## src/hw/rtl/qwd_pkg.sv

```systemverilog
// Shared types, constants and helpers of the QuickProp weight change unit.
package qwd_pkg;

	// Q16.16 one
	localparam logic signed [31:0] Q_ONE = 32'sd65536;
	localparam logic signed [63:0] S32_MAX = 64'sd2147483647;
	localparam logic signed [63:0] S32_MIN = -64'sd2147483648;

	// Restoring divider: one quotient bit per cell
	localparam int NUM_W = 63;
	localparam int DEN_W = 33;
	localparam int DIV_STEPS = NUM_W;

	// Configuration register indexes
	typedef enum logic [1:0] {
		CFG_LR     = 2'd0,
		CFG_LR_OUT = 2'd1,
		CFG_MU     = 2'd2
	} cfg_idx_t;

	// Word handed from cell to cell along the divider chain
	typedef struct packed {
		logic [NUM_W-1:0]   nq;      // numerator bits going out, quotient bits coming in
		logic [DEN_W-1:0]   rem;     // partial remainder
		logic [DEN_W-1:0]   den;     // divisor magnitude
		logic signed [63:0] base;    // gradient and growth terms already summed
		logic               neg;     // secant quotient is negative
		logic               use_sec; // secant term is added
	} div_word_t;

	// Clamp to the signed 32-bit range
	function automatic logic signed [31:0] sat32(input logic signed [63:0] x);
		logic signed [31:0] r;
		if (x > S32_MAX) begin
			r = 32'sh7FFF_FFFF;
		end else if (x < S32_MIN) begin
			r = 32'sh8000_0000;
		end else begin
			r = x[31:0];
		end
		return r;
	endfunction

endpackage

```

## src/hw/rtl/qwd_div_cell.sv

```systemverilog
// One cell of the restoring divider chain: one quotient bit.
module qwd_div_cell import qwd_pkg::*; (
	input  logic      clk,
	input  logic      arst_n,
	input  logic      en,
	input  logic      vld_i,
	input  div_word_t word_i,
	output logic      vld_q,
	output div_word_t word_q
);

	logic [DEN_W:0]   shifted_c;
	logic             ge_c;
	div_word_t        word_c;

	// shift in next numerator bit, subtract divisor when it fits
	always_comb begin
		shifted_c = {word_i.rem, word_i.nq[NUM_W-1]};
		ge_c      = shifted_c >= {1'b0, word_i.den};
		word_c    = word_i;
		word_c.rem = ge_c ? DEN_W'(shifted_c - {1'b0, word_i.den}) : shifted_c[DEN_W-1:0];
		word_c.nq  = {word_i.nq[NUM_W-2:0], ge_c};
	end

	always_ff @(posedge clk or negedge arst_n) begin
		if (!arst_n) begin
			vld_q <= 1'b0;
		end else if (en) begin
			vld_q <= vld_i;
		end
	end

	always_ff @(posedge clk) begin
		if (en) begin
			word_q <= word_c;
		end
	end

endmodule

```

## config.mk

```make
export PLATFORM = sky130hd
export DESIGN_NAME = qwd_div_cell
export DESIGN_NICKNAME = d
export VERILOG_FILES = /design/src/hw/rtl/qwd_pkg.sv /design/src/hw/rtl/qwd_div_cell.sv
export SDC_FILE = /design/constraint.sdc
export NUM_CORES = 1
export LEC_CHECK = 0
export ABC_CLOCK_PERIOD_IN_PS = 900
export BUFFER_PORTS_ARGS = -buffer_cell sky130_fd_sc_hd__buf_2
export CAP_MARGIN = 5
export CORE_AREA = 4 4 150 152
export CTS_BUF_LIST = sky130_fd_sc_hd__clkbuf_8
export DETAILED_ROUTE_END_ITERATION = 10
export DIE_AREA = 0 0 154 156
export GPL_TIMING_DRIVEN = 0
export PLACE_DENSITY = 0.72
export SETUP_SLACK_MARGIN = 0.15
export SLEW_MARGIN = 20
export SYNTH_ARGS = -nofsm -noshare
export SYNTH_HDL_FRONTEND = slang
export SYNTH_SLANG_ARGS = --single-unit
```

## constraint.sdc

```tcl
create_clock -name clk -period 0.9 [get_ports clk]
set_input_delay 0 -clock clk [delete_from_list [all_inputs] [get_ports clk]]
set_output_delay 0 -clock clk [all_outputs]
set_load 0.01 [all_outputs]
```

==> out/summary.md <==
The logs give -1.18 ns for the setup slack of the critical path after layout and 24000 sq um for the die footprint. The tools report the worst supply voltage drop on vdd as 0.00119 V. The primary flip-flop cell chosen by synthesis mapping is edfxtp_1. The clock net in this run drives a total of 196 sinks.

In the layout the commonest cells are buf_2 (379), dlygate4sd3_1 (195), edfxtp_1 (195). In the routed layout, each cell is associated on average with a via count of 4.99. The worst pin sits at a relative slew slack of 62.1%. The number of enable flip-flop cells after synthesis came out at 195. The worst hold path belongs to the class in -> reg. The wire length of the first global-routing pass came out at 45600 um. Counting flops with an async set or reset pin after synthesis yields a share of 0.510%.

Derived from the worst setup path, the maximum achievable clock frequency is 480 MHz. At the worst endpoint, the required time is 1.12 ns. The run finished, with violations left. The logs give 53 for the number of core rows and 21000 sq um for the area of the placeable core. For the routed via count, the log shows 7450.

The tools report the number of global-route vias before repair as 7637. Dividing the detail-routed wire length by the instance count gives 20.9 um. TritonCTS built the clock tree. In this run the number of H-tree levels came out at 4. Across every metal layer, demand over resource in global routing totals 24.8%. The buffer levels on the longest clock path was 2; the remaining number of nets flagged by the antenna check after routing was 0. The total detailed-routing wirelength came out at 31100 um. Data on the critical path arrives at its endpoint at 2.31 ns.

After clock tree synthesis, the flow added hold-fix buffers numbering 195. The die is 154 um wide. Setup repair after global routing could not meet its margin everywhere.

STA classifies the critical path startpoint as an input port. The final reports fail on negative hold slack, negative setup slack. The critical path contains buffers and inverters numbering 4 combined. The worst setup path is captured at a register.

Total power: 22.8 mW. The finished layout holds 1492 standard cells, fillers aside. The signal on the critical path passes through buf_12 > inv_12 > ha_4 > inv_2 > fa_2 > a21o_1 > a221oi_4 > buf_4 > o211a_4 > o21ai_4 > a211oi_4 > o31ai_2 > xnor2_1 > o21ai_1.

Commonest non-fill, non-tap cell in the layout: buf_2. A synthesized cell averages 15.0 sq um. Final-layout worst hold slack: -0.235 ns.

The CTS buffer count is 17, and the power density over cell area is 1640 nW/um^2. The max-slew violation count is 0, and the share of the cycle needed by the critical path after routing is 231%. The maximum net fanout on the critical path works out to 3.

The cell sitting at the root of the clock tree is a clkbuf_8. In this design, the largest share of critical-path delay is due to compound AO/OA/AOI/OAI gates. For this run, the number of Yosys warnings is 0. The tools report the unique cell type count in the Yosys netlist as 62. The path type of the worst setup path is in -> reg. The cell area that synthesis handed to floorplanning was 8420 sq um. The area used by sequential logic in the layout is 5880 sq um, and the DRC violations left is 0. The fraction of layout instances using a drive strength above 1 works out to 45.4%. After clock tree synthesis, the clock-pin slew on the worst setup and hold paths is 0.11 ns.

The logs give 0 ns for the final clock skew and 488 for the initial detailed-routing violation count. The hold violation total from the final report was 16. After legalization and detailed placement, the total HPWL measured 21200 um. The routed design could run at a clock period as short as 2.08 ns.

The net total in the final layout came out at 1436. Before antenna repair, the detailed router went through 5 iterations. The library cell with the largest summed area after synthesis is edfxtp_1. The static leakage came out at 6.02 nW.

The total placed cells including tap cells was 1234; the number of nets in the synthesized netlist was 796. The number of setup violations in the final report was 230; the total grt overflow was 0. The initial antenna violation count came out at 1. From synthesis to final layout, the design area changed by 65.2%. 395 I/O pins were placed.

In the synthesized netlist, the number of instances is 563. Chip height: 156 um. In this run, synthesis produced a sequential element count of 196. In the final timing run, aggregate negative setup slack is -57.55 ns. The top cell type by area accounts for 69.5% of the synthesized area.

For the sequential element share of the synthesized area, the log shows 69.8%. The library cell contributing the largest single delay on the critical path is a211oi_4. The later pin in the worst-skew pair is clocked with a latency of 0.46 ns.

Across the run, the number of max-cap violations was 0. The tools report the multi-input gate area in the final layout as 2490 sq um. The port buffer count was 394; the highest cell delay on the worst timing path was 0.35 ns. For the pin with the worst max-slew slack, the measured transition is 0.561 ns.

The count of fill cells added during filler insertion was 1491. Cells fill 66.1% of the core in the end. Entering global routing, the biggest net connects 61 pins. The final estimated routing congestion in global placement is 0.932. The initial utilization of the core area, before any placement, comes to 40.1%.

By area the synthesized netlist is led by edfxtp_1 (70%), ha_1 (4.9%), o21ai_2 (2.1%).
final timing paths:
kind	start	to	slack, ns	cells after the start
min reg2reg	vld_q	vld_q	0.57	1
min	word_i[66]	word_q[66]	-0.23	1
max	word_i[194]	word_q[127]	-1.18	14
min in group asynchronous	arst_n	vld_q	0.37	3
max reg2reg	vld_q	vld_q	0.12	1
max in group asynchronous	arst_n	vld_q	0.43	3
cells in the mapped netlist, types with 2 or more instances:
cell,count
nor2b_1,3
nor3_1,4
xor2_1,13
a21o_1,12
clkbuf_1,3
a21oi_1,32
edfxtp_1,195
nor2_1,14
a211oi_1,2
o21bai_1,6
ha_1,33
nand2_1,42
o21a_1,4
and3_2,2
nand2b_1,4
buf_2,6
a31oi_1,3
a211o_1,2
o31ai_2,2
and3_1,7
nand4_1,5
o21ai_2,20
o211ai_1,3
o31ai_1,4
nand2_2,10
nand3_1,6
nor4_1,3
o21ai_0,14
xnor2_1,15
buf_12,2
o21ai_1,13
or3_1,2
buf_6,5
inv_1,44
power by group:
part / switching [mW] / internal (mW) / total, mW
clock: 3.78 / 2.16 / 5.94
combinational: 2.89 / 2.70 / 5.59
sequential: 0.233 / 11.0 / 11.3
total: 6.90 / 15.9 / 22.8
state kept, by name, summed over array words and instances, names as in the netlist:
| signal | count |
|---|---|
| vld_q | 1 |
| word_q | 195 |
final cells by class:
| cell class | instances | share of cell area (%) |
|---|---|---|
| flip-flops and latches | 196 | 42.3 |
| inverters | 45 | 1.30 |
| multi-input cells | 305 | 17.9 |
| repair buffers | 621 | 31.6 |
| well taps | 275 | 2.47 |
| diodes | 1 | 0.0180 |
| plain buffers | 17 | 1.34 |
| clock inverters | 15 | 1.34 |
| clock buffers | 17 | 1.68 |
metrics by stage:
stage | area, sq um | setup WS, ns
final | 13900 | -1.18
after detailed placement | 10900 | -1.98
after CTS | 13700 | -1.12
after floorplan | 8470 | -1.47
after global placement | 10800 | -2.86
after global routing | 13900 | -1.19
timing repair:
action,CTS,global route
hold endpoints to repair,247,53
setup buffers,22,5
gates cloned,1,2
gates resized for setup,56,29
pin swaps,17,15
endpoints found under the setup margin,231,231
logic make-up (layout without fill, tap and decap cells):
kind of cell / count (synthesis) / after routing / synth area share [%]
adders and majority gates: 34 / 34 / 5.14
other: 0 / 1 / 0
DFF: 196 / 196 / 69.8
AOI/OAI and AO/OA: 136 / 136 / 11.9
muxes: 2 / 2 / 0.312
buffers and inverters: 62 / 715 / 3.73
and+or+nand+nor: 105 / 105 / 6.15
xor gates and xnor gates: 28 / 28 / 2.91
layer usage:
layer  vias up  part of all wire [%]  GRT usage, %  wire, um
li1       3398                     -             -         -
met4         2                   3.0          7.70       934
met2       390                    52          44.0     16200
met1      3597                    36          28.6     11200
met5         -                 0.042             0        13
met3        63                   8.7          8.07      2720
(Power assumes the default switching activity.)
